`src/sv/msr_pkg.sv`:
```
// ----------------------------------------------------------------------------
// msr_pkg
// Shared types and constants of the multi-channel sonar ranger.
// ----------------------------------------------------------------------------
package msr_pkg;

  localparam int unsigned TIME_W  = 32;
  localparam int unsigned GAP_W   = 24;
  localparam int unsigned CNT_W   = 4;
  localparam int unsigned LINES_W = 8;
  localparam int unsigned CH_W    = 3;
  localparam int unsigned DIST_W  = 16;

  localparam logic [CNT_W-1:0] MAX_CHANNELS   = 4'd8;
  localparam logic [GAP_W-1:0] IDLE_GAP_RST   = 24'd100000;
  localparam logic [CNT_W-1:0] CHAN_COUNT_RST = 4'd6;

  // configuration register indexes
  localparam logic CFG_IDLE_GAP   = 1'b0;
  localparam logic CFG_CHAN_COUNT = 1'b1;

  typedef enum logic [2:0] {
    MAIN_IDLE = 3'b001,
    MAIN_TRIG = 3'b010,
    MAIN_ECHO = 3'b100
  } main_state_t;

  typedef enum logic [2:0] {
    SUB_IDLE = 3'b001,
    SUB_RISE = 3'b010,
    SUB_FALL = 3'b100
  } sub_state_t;

  typedef struct packed {
    logic [GAP_W-1:0] idle_gap_us;
    logic [CNT_W-1:0] channel_count;
  } cfg_t;

  typedef struct packed {
    logic [LINES_W-1:0] trigger_levels;
    logic               reading_valid;
    logic [CH_W-1:0]    reading_channel;
    logic [DIST_W-1:0]  distance;
  } res_t;

endpackage

```
`src/sv/msr_in_if.sv`:
```
// ----------------------------------------------------------------------------
// msr_in_if
// Poll tick channel: microsecond time and echo line levels.
// ----------------------------------------------------------------------------
interface msr_in_if;
  import msr_pkg::*;

  logic               valid;
  logic               ready;
  logic [TIME_W-1:0]  now_us;
  logic [LINES_W-1:0] echo_levels;

  modport source (output valid, output now_us, output echo_levels, input ready);
  modport sink   (input valid, input now_us, input echo_levels, output ready);

endinterface

```
`src/sv/msr_out_if.sv`:
```
// ----------------------------------------------------------------------------
// msr_out_if
// Result channel: trigger drive and completed range readings.
// ----------------------------------------------------------------------------
interface msr_out_if;
  import msr_pkg::*;

  logic               valid;
  logic               ready;
  logic [LINES_W-1:0] trigger_levels;
  logic               reading_valid;
  logic [CH_W-1:0]    reading_channel;
  logic [DIST_W-1:0]  distance;

  modport source (output valid, output trigger_levels, output reading_valid,
                  output reading_channel, output distance, input ready);
  modport sink   (input valid, input trigger_levels, input reading_valid,
                  input reading_channel, input distance, output ready);

endinterface

```
`src/sv/msr_core.sv`:
```
// ----------------------------------------------------------------------------
// msr_core
// Trigger / echo sequencer state and the result of one poll tick.
// ----------------------------------------------------------------------------
module msr_core (
  input  logic                         clk,
  input  logic                         rst_n,
  input  logic                         tick,
  input  logic [msr_pkg::TIME_W-1:0]   now_us,
  input  logic [msr_pkg::LINES_W-1:0]  echo_levels,
  input  msr_pkg::cfg_t                cfg,
  output msr_pkg::res_t                res
);
  import msr_pkg::*;

  main_state_t        main_r, main_nxt;
  sub_state_t         trig_r, trig_nxt;
  sub_state_t         echo_r, echo_nxt;
  logic [TIME_W-1:0]  mark_r, mark_nxt;
  logic [DIST_W-1:0]  dist_r, dist_nxt;
  logic [CH_W-1:0]    chan_r, chan_nxt;
  logic [LINES_W-1:0] trigger_r, trigger_nxt;

  logic [TIME_W-1:0]  elapsed;
  logic [TIME_W-3:0]  quarter;
  logic [LINES_W-1:0] chan_bit;
  logic [CNT_W-1:0]   eff_count;
  logic [CNT_W-1:0]   chan_inc;
  logic               echo_hi;

  assign elapsed  = now_us - mark_r;
  assign quarter  = elapsed[TIME_W-1:2];
  assign chan_bit = LINES_W'(1) << chan_r;
  assign echo_hi  = |(echo_levels & chan_bit);
  assign chan_inc = {1'b0, chan_r} + CNT_W'(1);

  // clamp the channel count into 1..MAX_CHANNELS
  always_comb begin
    if (cfg.channel_count == '0) begin
      eff_count = CNT_W'(1);
    end else if (cfg.channel_count > MAX_CHANNELS) begin
      eff_count = MAX_CHANNELS;
    end else begin
      eff_count = cfg.channel_count;
    end
  end

  always_comb begin
    main_nxt    = main_r;
    trig_nxt    = trig_r;
    echo_nxt    = echo_r;
    mark_nxt    = mark_r;
    dist_nxt    = dist_r;
    chan_nxt    = chan_r;
    trigger_nxt = trigger_r;
    res         = '0;

    unique case (main_r)
      MAIN_IDLE: begin
        if (elapsed > {{(TIME_W-GAP_W){1'b0}}, cfg.idle_gap_us}) main_nxt = MAIN_TRIG;
      end
      MAIN_TRIG: begin
        unique case (trig_r)
          SUB_IDLE: trig_nxt = SUB_RISE;
          SUB_RISE: begin
            trigger_nxt = trigger_r | chan_bit;
            mark_nxt    = now_us;
            trig_nxt    = SUB_FALL;
          end
          SUB_FALL: begin
            // drop the pulse once time has moved on
            if (now_us != mark_r) begin
              trigger_nxt = trigger_r & ~chan_bit;
              trig_nxt    = SUB_IDLE;
              main_nxt    = MAIN_ECHO;
              echo_nxt    = SUB_IDLE;
            end
          end
          default: trig_nxt = SUB_IDLE;
        endcase
      end
      MAIN_ECHO: begin
        unique case (echo_r)
          SUB_IDLE: begin
            if (echo_hi) begin
              mark_nxt = now_us;
              echo_nxt = SUB_RISE;
            end
          end
          SUB_RISE: begin
            if (!echo_hi) begin
              dist_nxt = (quarter[TIME_W-3:DIST_W] != '0) ? '1 : quarter[DIST_W-1:0];
              echo_nxt = SUB_FALL;
            end
          end
          SUB_FALL: begin
            echo_nxt            = SUB_IDLE;
            main_nxt            = MAIN_IDLE;
            res.reading_valid   = 1'b1;
            res.reading_channel = chan_r;
            res.distance        = dist_r;
            chan_nxt            = (chan_inc >= eff_count) ? '0 : chan_inc[CH_W-1:0];
          end
          default: echo_nxt = SUB_IDLE;
        endcase
      end
      default: main_nxt = MAIN_IDLE;
    endcase

    res.trigger_levels = trigger_nxt;
  end

  always_ff @(posedge clk) begin
    if (!rst_n) begin
      main_r    <= MAIN_IDLE;
      trig_r    <= SUB_IDLE;
      echo_r    <= SUB_IDLE;
      mark_r    <= '0;
      dist_r    <= '0;
      chan_r    <= '0;
      trigger_r <= '0;
    end else if (tick) begin
      main_r    <= main_nxt;
      trig_r    <= trig_nxt;
      echo_r    <= echo_nxt;
      mark_r    <= mark_nxt;
      dist_r    <= dist_nxt;
      chan_r    <= chan_nxt;
      trigger_r <= trigger_nxt;
    end
  end

`ifndef SYNTH
  a_trigger_only_in_pulse: assert property (@(posedge clk) disable iff (!rst_n)
    (trigger_r != '0) |-> (main_r == MAIN_TRIG && trig_r == SUB_FALL))
    else $error("trigger driven outside the pulse phase");

  a_trigger_single_line: assert property (@(posedge clk) disable iff (!rst_n)
    $countones(trigger_r) <= 1)
    else $error("more than one trigger line high");

  a_channel_steps_after_echo: assert property (@(posedge clk) disable iff (!rst_n)
    ($past(rst_n) && chan_r != $past(chan_r)) |->
      ($past(main_r) == MAIN_ECHO && $past(echo_r) == SUB_FALL && $past(tick)))
    else $error("channel advanced outside reading completion");
`endif

endmodule

```
`src/sv/multi_channel_sonar_ranger_unit.sv`:
```
// ----------------------------------------------------------------------------
// multi_channel_sonar_ranger_unit
// Sequencer for a rotation of trigger/echo ultrasonic range sensors.
// ----------------------------------------------------------------------------
// Usage:
//   in_req carries one poll tick per request: the free-running microsecond
//   time and the echo line of every channel. out_res returns exactly one
//   result per tick: the trigger drive for all channels and, on the tick
//   that completes a measurement, the channel and its distance (echo width
//   in us divided by four, saturated at 16 bits).
//   cfg_we/cfg_addr/cfg_wdata write idle_gap_us (index 0) and channel_count
//   (index 1); write them only while no tick is in flight.
// Throughput and output register:
//   One tick per clock cycle while out_res is not stalled. A result appears
//   in the cycle after its tick is accepted, from the output register.
// Reset:
//   rst_n low returns the sequencer to idle on channel 0 with all triggers
//   low, mark time 0, and the registers at gap 100000 us and 6 channels.
// Stall:
//   While out_res is stalled the result holds and a new tick is accepted only
//   in the cycle the held result is taken.
// ----------------------------------------------------------------------------
module multi_channel_sonar_ranger_unit (
  input  logic                       clk,
  input  logic                       rst_n,
  msr_in_if.sink                     in_req,
  msr_out_if.source                  out_res,
  input  logic                       cfg_we,
  input  logic                       cfg_addr,
  input  logic [msr_pkg::GAP_W-1:0]  cfg_wdata
);
  import msr_pkg::*;

  cfg_t cfg_r;
  res_t res;
  res_t res_r;
  logic out_valid_r;
  logic tick;

  assign in_req.ready = !out_valid_r || out_res.ready;
  assign tick         = in_req.valid && in_req.ready;

  always_ff @(posedge clk) begin
    if (!rst_n) begin
      cfg_r.idle_gap_us   <= IDLE_GAP_RST;
      cfg_r.channel_count <= CHAN_COUNT_RST;
    end else if (cfg_we) begin
      unique case (cfg_addr)
        CFG_IDLE_GAP:   cfg_r.idle_gap_us   <= cfg_wdata;
        CFG_CHAN_COUNT: cfg_r.channel_count <= cfg_wdata[CNT_W-1:0];
        default: ;
      endcase
    end
  end

  msr_core u_core (
    .clk         (clk),
    .rst_n       (rst_n),
    .tick        (tick),
    .now_us      (in_req.now_us),
    .echo_levels (in_req.echo_levels),
    .cfg         (cfg_r),
    .res         (res)
  );

  always_ff @(posedge clk) begin
    if (!rst_n) begin
      out_valid_r <= 1'b0;
    end else if (tick) begin
      out_valid_r <= 1'b1;
    end else if (out_res.ready) begin
      out_valid_r <= 1'b0;
    end
  end

  always_ff @(posedge clk) begin
    if (tick) begin
      res_r <= res;
    end
  end

  assign out_res.valid           = out_valid_r;
  assign out_res.trigger_levels  = res_r.trigger_levels;
  assign out_res.reading_valid   = res_r.reading_valid;
  assign out_res.reading_channel = res_r.reading_channel;
  assign out_res.distance        = res_r.distance;

`ifndef SYNTH
  a_tick_gives_result: assert property (@(posedge clk) disable iff (!rst_n)
    tick |=> out_valid_r)
    else $error("accepted tick produced no result");

  a_reading_has_no_trigger: assert property (@(posedge clk) disable iff (!rst_n)
    (out_valid_r && res_r.reading_valid) |-> (res_r.trigger_levels == '0))
    else $error("reading reported while a trigger is driven");
`endif

endmodule
```
`src/flat_wrapper.sv`:
```
// flat-port wrapper written by rule: the top's interface ports become plain ports
module multi_channel_sonar_ranger_unit_flat import msr_pkg::*;
  (clk, rst_n, cfg_we, cfg_addr, cfg_wdata, in_req_valid, in_req_now_us, in_req_echo_levels, in_req_ready, out_res_valid, out_res_trigger_levels, out_res_reading_valid, out_res_reading_channel, out_res_distance, out_res_ready);
  msr_in_if in_req_i ();
  msr_out_if out_res_i ();
  input  logic clk;
  input  logic rst_n;
  input  logic cfg_we;
  input  logic cfg_addr;
  input  logic [msr_pkg::GAP_W-1:0] cfg_wdata;
  input wire logic [$bits(in_req_i.valid)-1:0] in_req_valid;
  input wire logic [$bits(in_req_i.now_us)-1:0] in_req_now_us;
  input wire logic [$bits(in_req_i.echo_levels)-1:0] in_req_echo_levels;
  output wire logic [$bits(in_req_i.ready)-1:0] in_req_ready;
  output wire logic [$bits(out_res_i.valid)-1:0] out_res_valid;
  output wire logic [$bits(out_res_i.trigger_levels)-1:0] out_res_trigger_levels;
  output wire logic [$bits(out_res_i.reading_valid)-1:0] out_res_reading_valid;
  output wire logic [$bits(out_res_i.reading_channel)-1:0] out_res_reading_channel;
  output wire logic [$bits(out_res_i.distance)-1:0] out_res_distance;
  input wire logic [$bits(out_res_i.ready)-1:0] out_res_ready;
  assign in_req_i.valid = in_req_valid;
  assign in_req_i.now_us = in_req_now_us;
  assign in_req_i.echo_levels = in_req_echo_levels;
  assign in_req_ready = in_req_i.ready;
  assign out_res_valid = out_res_i.valid;
  assign out_res_trigger_levels = out_res_i.trigger_levels;
  assign out_res_reading_valid = out_res_i.reading_valid;
  assign out_res_reading_channel = out_res_i.reading_channel;
  assign out_res_distance = out_res_i.distance;
  assign out_res_i.ready = out_res_ready;
  multi_channel_sonar_ranger_unit u_core (.clk(clk), .rst_n(rst_n), .in_req(in_req_i), .out_res(out_res_i), .cfg_we(cfg_we), .cfg_addr(cfg_addr), .cfg_wdata(cfg_wdata));
endmodule
```
`config.mk`:
```
export PLATFORM = sky130hd
export DESIGN_NAME = multi_channel_sonar_ranger_unit_flat
export DESIGN_NICKNAME = d
export VERILOG_FILES = /design/src/sv/msr_pkg.sv /design/src/sv/msr_in_if.sv /design/src/sv/msr_out_if.sv /design/src/sv/msr_core.sv /design/src/sv/multi_channel_sonar_ranger_unit.sv /design/src/flat_wrapper.sv
export SDC_FILE = /design/constraint.sdc
export NUM_CORES = 1
export LEC_CHECK = 0
export ABC_CLOCK_PERIOD_IN_PS = 4700
export BUFFER_PORTS_ARGS = -buffer_cell sky130_fd_sc_hd__buf_2
export CAP_MARGIN = 20
export CORE_MARGIN = 2
export CORE_UTILIZATION = 50
export CTS_BUF_LIST = sky130_fd_sc_hd__clkbuf_4 sky130_fd_sc_hd__clkbuf_8 sky130_fd_sc_hd__clkbuf_16
export DETAILED_ROUTE_END_ITERATION = 6
export GPL_ROUTABILITY_DRIVEN = 0
export GPL_TIMING_DRIVEN = 0
export MAX_ROUTING_LAYER = met4
export PLACE_DENSITY = 0.74
export RECOVER_POWER = 25
export SYNTH_ARGS = -nofsm -noshare
export SYNTH_HDL_FRONTEND = slang
export SYNTH_SLANG_ARGS = --single-unit
```
`constraint.sdc`:
```
create_clock -name clk -period 4.7 [get_ports clk]
set_input_delay 0.235 -clock clk [delete_from_list [all_inputs] [get_ports clk]]
set_output_delay 0.235 -clock clk [all_outputs]
set_load 0.02 [all_outputs]
```
# Word-level counts from Yosys, hierarchy flattened
# Cells that the tools add are included.
[classes] addsub=2 mul=0 div_mod_pow=0 magnitude_cmp=3 n_eq_ne=20 shift=1 muxes=26 n_bitwise=6 reduce_logical=17
[ops] cell="2-to-1 mux 32 bit" count=3
[ops] cell="case mux 32 bit (2 select lines)" count=1
[ops] cell="> comparator 32 x 24 -> 1 bit" count=1
[ops] cell="!= test 32 bit" count=1
[ops] cell="subtractor 32 bit" count=1
[ops] cell="2-to-1 mux 3 bit" count=9
[ops] cell="2-to-1 mux 20 bit" count=1
[ops] cell="case mux 3 bit (3 select lines)" count=2
[ops] cell="AND 8 bit" count=2
[ops] cell="2-to-1 mux 16 bit" count=1
[ops] cell="2-to-1 mux 8 bit" count=2
[ops] cell="case mux 8 bit (2 select lines)" count=1
[ops] cell="nonzero test 14 bit" count=1
[ops] cell="case mux 3 bit (2 select lines)" count=2
[ops] cell="!= test 2 bit, second input constant" count=5
[ops] cell="AND reduction 5 bit" count=2
[ops] cell="equality test 3 x 1 -> 1 bit, second input constant" count=3
[ops] cell="equality test 3 x 2 -> 1 bit, second input constant" count=3
[ops] cell="equality test 3 bit, second input constant" count=3
[ops] cell="2-to-1 mux 4 bit" count=2
[ops] cell="inverter 8 bit" count=1
[ops] cell="bitwise OR 8 bit" count=1
[ops] cell="OR reduction 8 bit" count=1
[ops] cell="left shift 1 x 3 -> 8 bit, first input constant" count=1
[ops] cell="16 further kinds" count=25
[totals] ff_bits=125 latch_bits=0 ram_bits=0 rom_bits=0 in_bits=70 out_inout_bits=30 wordCells=89 n_memories=0

# Depth between registers and ports, before layout
[depth] ltp_word=6 mapped_depth=21 ltp_nobuf=21

# By module
# From an unflattened synthesis, not the netlist that was laid out.
[hier_totals] cells_unflattened=890 area_unflattened_um2=7901.3
[modules_own_cells] mod="msr_core" instances=1 cells_each=735 area_per_inst_um2=5864.4 seq_area_each_um2=1361.3
[modules_own_cells] mod="multi_channel_sonar_ranger_unit" instances=1 cells_each=155 area_per_inst_um2=2037.0 seq_area_each_um2=1421.4

# Worst setup path before layout
# OpenSTA, ideal clock, no wires.
[synth_path] path_kind="reg2reg" start="register u_core.u_core.mark_r[0]" end="register u_core.u_core.main_r[1]" setup_time_ns=0.117 arrival_ns=3.631 t_required_ns=4.583 path_slack_ns=0.952 path_stages_with_launch=20 path_buffers=0 period_less_slack_ns=3.748 path_cell_list="dfxtp_1 > ha_1 > inv_1 > fa_1 > a211oi_2 > o211ai_2 > nand4_2 > and2_1 > xor2_1 > inv_1 > ha_1 > nand4_1 > a21oi_1 > a2111oi_0 > o21ai_0 > a2111oi_0 > a31oi_1 > o41a_1 > nor2b_1 > o2bb2ai_1"
[synth_via] elab_chain_cells=4 elab_cells_between_ends=6 cone_classes="add/sub (1); order compare (1); eq/ne (3); reduce/logical (1)"
[synth_lines] element="from (decl)" line_no="msr_core.sv:19" source="logic [TIME_W-1:0] mark_r, mark_nxt;"
[synth_lines] element="from (signal assigned)" line_no="msr_core.sv:126" source="mark_r <= mark_nxt;"
[synth_lines] element="subtractor 32 bit" line_no="msr_core.sv:31" source="assign elapsed = now_us - mark_r;"
[synth_lines] element="> comparator 32 x 24 -> 1 bit" line_no="msr_core.sv:60" source="if (elapsed > {{(TIME_W-GAP_W){1'b0}}, cfg.idle_gap_us}) main_nxt = MAIN_TRIG;"
[synth_lines] element="!= test 2 bit (no source line)"
[synth_lines] element="AND reduction 5 bit (no source line) *"
[synth_lines] element="to (signal assigned)" line_no="msr_core.sv:123" source="main_r <= main_nxt;"
[synth_lines] element="to (decl)" line_no="msr_core.sv:16" source="main_state_t main_r, main_nxt;"
# Every way passes the cells marked *; elsewhere a longest branch is shown, timed or not.
# A chain may end at the register's enable or synchronous reset.

# Final worst setup path
[layout_path] start="register u_core.u_core.mark_r[6]" end="register u_core.u_core.main_r[0]"
# Same word-level chain as after synthesis.

==> report_table.html <==
<table>
<tr><th>Metric</th><th>Value</th></tr>
<tr><th colspan="2">Run status</th></tr>
<tr><td>Status</td><td>completed</td></tr>
<tr><th colspan="2">Layout</th></tr>
<tr><td>Fin util</td><td>0.599</td></tr>
<tr><td>Layout cell share with drive strength beyond 1</td><td>0.151</td></tr>
<tr><td>Syn-to-layout area delta</td><td>17.1%</td></tr>
<tr><td>Ant diodes</td><td>0</td></tr>
<tr><td>Final Cell Area</td><td>0.00906 mm²</td></tr>
<tr><td>Layout Nets</td><td>1,155</td></tr>
<tr><th colspan="2">Yosys</th></tr>
<tr><td>Syn Area/Cell</td><td>8.59 µm²</td></tr>
<tr><td>Area of the mapped netlist</td><td>0.00774 mm²</td></tr>
<tr><td>Predominant post-synthesis flop cell</td><td>sky130_fd_sc_hd__dfxtp_1</td></tr>
<tr><td>Async set or reset register ratio after synthesis</td><td>0</td></tr>
<tr><td>Post-synthesis register bit count</td><td>125</td></tr>
<tr><td>Synth top area share</td><td>0.251</td></tr>
<tr><td>Synth unique cells</td><td>65</td></tr>
<tr><td>Biggest area consumer among synthesized cells</td><td>sky130_fd_sc_hd__dfxtp_1</td></tr>
<tr><td>Library cell with the highest instance count after synthesis</td><td>sky130_fd_sc_hd__nand2_1</td></tr>
<tr><td>Top cells by area, synth</td><td>sky130_fd_sc_hd__dfxtp_1, sky130_fd_sc_hd__edfxtp_1, sky130_fd_sc_hd__ha_1</td></tr>
<tr><td>Yosys synthesis warning count</td><td>0</td></tr>
<tr><td>Syn Inst Count</td><td>901</td></tr>
<tr><td>EDFF count, synth</td><td>28</td></tr>
<tr><td>Most frequent cells after synthesis</td><td>sky130_fd_sc_hd__nand2_1, sky130_fd_sc_hd__dfxtp_1, sky130_fd_sc_hd__inv_1</td></tr>
<tr><td>Syn_nets</td><td>1,037</td></tr>
<tr><td>Sequential cell area fraction in the yosys report</td><td>0.359</td></tr>
<tr><th colspan="2">Timing</th></tr>
<tr><td>Unrepaired setup endpoints after global routing</td><td>no</td></tr>
<tr><td>Worst slew margin relative to its limit</td><td>0.318</td></tr>
<tr><td>Final period util</td><td>0.917</td></tr>
<tr><td>Clock Skew</td><td>6.26 ps</td></tr>
<tr><td>Setup WS post-layout</td><td>389 ps</td></tr>
<tr><td>Highest clock frequency the design can meet</td><td>232 MHz</td></tr>
<tr><td>Min Tclk post-route</td><td>4310 ps</td></tr>
<tr><td>Setup tns final</td><td>0 ps</td></tr>
<tr><td>Number of hold-slack violations in the final timing report</td><td>0</td></tr>
<tr><td>Number of setup violations in the final report</td><td>0</td></tr>
<tr><td>Max-slew violation count</td><td>0</td></tr>
<tr><td>Slew at the pin closest to its max-slew limit</td><td>1010 ps</td></tr>
<tr><th colspan="2">Setup path</th></tr>
<tr><td>CP Max Fanout</td><td>5</td></tr>
<tr><td>Critical Path Start Type</td><td>flip-flop</td></tr>
<tr><td>Kind of critical path</td><td>reg2reg</td></tr>
<tr><td>Setup crit end kind</td><td>flip-flop</td></tr>
<tr><td>Data required, critical path</td><td>5060 ps</td></tr>
<tr><td>CP arrival</td><td>4670 ps</td></tr>
<tr><th colspan="2">Routing</th></tr>
<tr><td>Number of optimization iterations in the first detailed-route pass</td><td>5</td></tr>
<tr><td>Detail-routed net length per standard cell</td><td>15.2 µm</td></tr>
<tr><td>Routed Antenna Nets</td><td>0</td></tr>
<tr><td># DRC</td><td>0</td></tr>
<tr><td>WL final</td><td>18,600 µm</td></tr>
<tr><td>Vias</td><td>6,706</td></tr>
<tr><td>Detailed Route Iter0 Violations</td><td>436</td></tr>
<tr><td>Vias/cell</td><td>5.50</td></tr>
<tr><th colspan="2">Floorplanning</th></tr>
<tr><td>Die Outline Area</td><td>0.0165 mm²</td></tr>
<tr><td>Y dimension of the die</td><td>128 µm</td></tr>
<tr><td>Row Count</td><td>45</td></tr>
<tr><td>Ports</td><td>100</td></tr>
<tr><td>Die width</td><td>128 µm</td></tr>
<tr><td>Initial Util</td><td>0.511</td></tr>
<tr><td>Floorplan core area</td><td>0.0151 mm²</td></tr>
<tr><th colspan="2">Clocking</th></tr>
<tr><td>CTS tree</td><td>yes</td></tr>
<tr><td>Clock sink total</td><td>125</td></tr>
<tr><td>CTS max path bufs</td><td>2</td></tr>
<tr><td>Clock edge transition at the registers on the reported setup and hold paths</td><td>60 ps</td></tr>
<tr><td>Insertion delay to the later sink of the worst-skew pair</td><td>430 ps</td></tr>
<tr><td>Clock buffer count from CTS</td><td>17</td></tr>
<tr><td>CTS root buffer</td><td>sky130_fd_sc_hd__clkbuf_16</td></tr>
<tr><td>Number of levels the H-tree was split into</td><td>4</td></tr>
<tr><th colspan="2">Power and ir drop</th></tr>
<tr><td>Leakage power</td><td>3.50 nW</td></tr>
<tr><td>Power per cell area</td><td>314 mW/mm²</td></tr>
<tr><td>Register share of total power</td><td>0.399</td></tr>
<tr><td>Maximum resistive drop on vdd</td><td>0.000267 V</td></tr>
<tr><td>Switching power summed over all nets</td><td>0.807 mW</td></tr>
<tr><td>Internal power contribution</td><td>2.04 mW</td></tr>
<tr><td>Fraction of power spent switching nets</td><td>0.283</td></tr>
<tr><td>Sum of internal, switching and leakage power</td><td>2.85 mW</td></tr>
<tr><td>Clock power share</td><td>0.457</td></tr>
<tr><td>Share of power burned in combinational logic</td><td>0.144</td></tr>
<tr><th colspan="2">Place</th></tr>
<tr><td># port buffers</td><td>98</td></tr>
<tr><td>Cell area after placement</td><td>0.00847 mm²</td></tr>
<tr><td>Post-Place Worst Slack</td><td>371 ps</td></tr>
<tr><td>Placed wire-length estimate after detailed placement</td><td>14,400 µm</td></tr>
<tr><th colspan="2">Global route</th></tr>
<tr><td>Initial antenna violation count</td><td>0</td></tr>
<tr><td>All-Layer GR Usage</td><td>0.244</td></tr>
<tr><td>Residual overflow from global routing</td><td>0</td></tr>
<tr><td>Vias in the first global route</td><td>6,377</td></tr>
<tr><td>First-pass GRT wire length</td><td>30,700 µm</td></tr>
<tr><td>Pin count of the biggest net entering global routing</td><td>38</td></tr>
<tr><th colspan="2">Hold path</th></tr>
<tr><td>Type of the tightest min-delay check</td><td>in2reg</td></tr>
<tr><th colspan="2">Run</th></tr>
<tr><td>Max-Cap Viols</td><td>0</td></tr>
</table>
==> worst paths after layout <==
path / startpoint / endpoint / slack [ps] / depth (start not counted)
setup / recovery: u_core.u_core.mark_r[6] / u_core.u_core.main_r[0] / 390 / 20
hold / removal: cfg_wdata[9] / u_core.cfg_r[13] / 20 / 3
setup reg to reg: u_core.u_core.mark_r[6] / u_core.u_core.main_r[0] / 390 / 20
hold reg to reg: u_core.cfg_r[26] / u_core.cfg_r[26] / 460 / 2
==> power by group through the flow <==
stage | Combinational, mW | Sequential [mW] | Clock, mW
2_1_floorplan | 0.258 | 1.17 | 0
3_3_place_gp | 0.393 | 1.16 | 0
3_5_place_dp | 0.401 | 1.16 | 0
4_1_cts | 0.403 | 1.14 | 1.32
5_1_grt | 0.461 | 1.14 | 1.37
6_report | 0.411 | 1.14 | 1.30
==> sequential cells by signal, summed over array words and instances, names as in the netlist <==
| name | flops |
|---|---|
| u_core.u_core.trig_r | 3 |
| u_core.out_res.reading_channel | 3 |
| u_core.out_res.reading_valid | 1 |
| u_core.u_core.chan_r | 3 |
| u_core.out_res.trigger_levels | 8 |
| u_core.cfg_r | 28 |
| u_core.u_core.main_r | 3 |
| u_core.u_core.trigger_r | 8 |
| u_core.u_core.echo_r | 3 |
| u_core.out_res.distance | 16 |
| u_core.u_core.dist_r | 16 |
| u_core.out_res.valid | 1 |
| u_core.u_core.mark_r | 32 |
==> stage by stage <==
stage                     std cells  hold slack (ps)
after floorplan                 901              374
after global placement         1187              453
after detailed placement       1187              460
after CTS                      1219             13.2
after global routing           1220             27.3
final                          1220             18.0
==> placed cells by master, fill, tap and decap left out, types with 4 or more instances in the layout <==
cell type,synthesis,layout
sky130_fd_sc_hd__buf_2,10,89
sky130_fd_sc_hd__nor4b_1,4,4
sky130_fd_sc_hd__nand2b_1,7,7
sky130_fd_sc_hd__o21ai_0,48,48
sky130_fd_sc_hd__inv_1,83,83
sky130_fd_sc_hd__a31oi_1,6,6
sky130_fd_sc_hd__a21o_1,9,9
sky130_fd_sc_hd__xor2_1,16,16
sky130_fd_sc_hd__clkbuf_16,0,19
sky130_fd_sc_hd__o211ai_1,9,9
sky130_fd_sc_hd__o22ai_1,4,4
sky130_fd_sc_hd__edfxtp_1,28,28
sky130_fd_sc_hd__nand2_1,114,114
sky130_fd_sc_hd__nor3_1,12,12
sky130_fd_sc_hd__o21a_1,5,5
sky130_fd_sc_hd__nand4_1,16,16
sky130_fd_sc_hd__ha_1,65,65
sky130_fd_sc_hd__nand3_1,17,17
sky130_fd_sc_hd__inv_6,0,5
sky130_fd_sc_hd__a21boi_0,30,30
sky130_fd_sc_hd__clkbuf_1,26,44
sky130_fd_sc_hd__nor2_1,33,33
sky130_fd_sc_hd__clkinv_4,0,4
sky130_fd_sc_hd__and2_1,19,19
sky130_fd_sc_hd__nor4_1,9,9
sky130_fd_sc_hd__o21bai_1,6,6
sky130_fd_sc_hd__a22o_1,8,8
sky130_fd_sc_hd__a21oi_1,49,49
sky130_fd_sc_hd__a21oi_2,14,13
sky130_fd_sc_hd__dfxtp_1,97,97
sky130_fd_sc_hd__xnor2_1,11,11
sky130_fd_sc_hd__and3_1,4,4
sky130_fd_sc_hd__o21ai_1,8,8
sky130_fd_sc_hd__nor2b_1,44,44
sky130_fd_sc_hd__mux2i_1,38,38
==> cells by family (layout without fill, tap and decap cells) <==
family	after synthesis	after routing	synth area share
buf+inv	123	254	0.0622
compound gates	225	225	0.195
fa+ha+maj	66	66	0.108
mux	39	39	0.0506
xor+xnor	27	27	0.0305
simple gates	296	296	0.194
flops	125	125	0.359
==> worst max-delay path: stages (launching register included) <==
cell and delay [ps]:
sky130_fd_sc_hd__dfxtp_1 330, sky130_fd_sc_hd__inv_1 50, sky130_fd_sc_hd__ha_1 370, sky130_fd_sc_hd__nand2_1 90, sky130_fd_sc_hd__nor2_1 290, sky130_fd_sc_hd__a21oi_4 130, sky130_fd_sc_hd__o21ai_0 320, sky130_fd_sc_hd__a21oi_1 140
sky130_fd_sc_hd__xor2_1 250, sky130_fd_sc_hd__inv_1 120, sky130_fd_sc_hd__ha_1 320, sky130_fd_sc_hd__a21o_1 160, sky130_fd_sc_hd__a21oi_1 150, sky130_fd_sc_hd__nor2b_1 60, sky130_fd_sc_hd__a211oi_1 180, sky130_fd_sc_hd__o21ai_0 160
sky130_fd_sc_hd__a2111oi_2 330, sky130_fd_sc_hd__a31oi_1 120, sky130_fd_sc_hd__o41a_1 360, sky130_fd_sc_hd__nor2b_1 150, sky130_fd_sc_hd__o21ai_0 170
==> layout make-up <==
class / count / area, µm²
buffer: 39 / 168
clock buffer: 19 / 475
clock inverter: 13 / 118
fill: 1352 / 6080
inverter: 84 / 315
multi-input combinational: 653 / 4500
sequential: 125 / 2780
tap: 188 / 235
timing repair buffer: 99 / 474
==> routing by layer <==
metal,track usage,part of all wire
met5,-,0
met4,0.0970,0.027
met1,0.298,0.46
met3,0.0549,0.047
met2,0.394,0.47
==> repair_timing <==
item / in CTS / in global routing
hold endpoints to repair: 0 / 0
setup endpoints to repair: 0 / 2
setup buffers: 0 / 1
gates resized for setup: 0 / 5
hold buffers: 0 / 0
(Power assumes the default switching activity.)
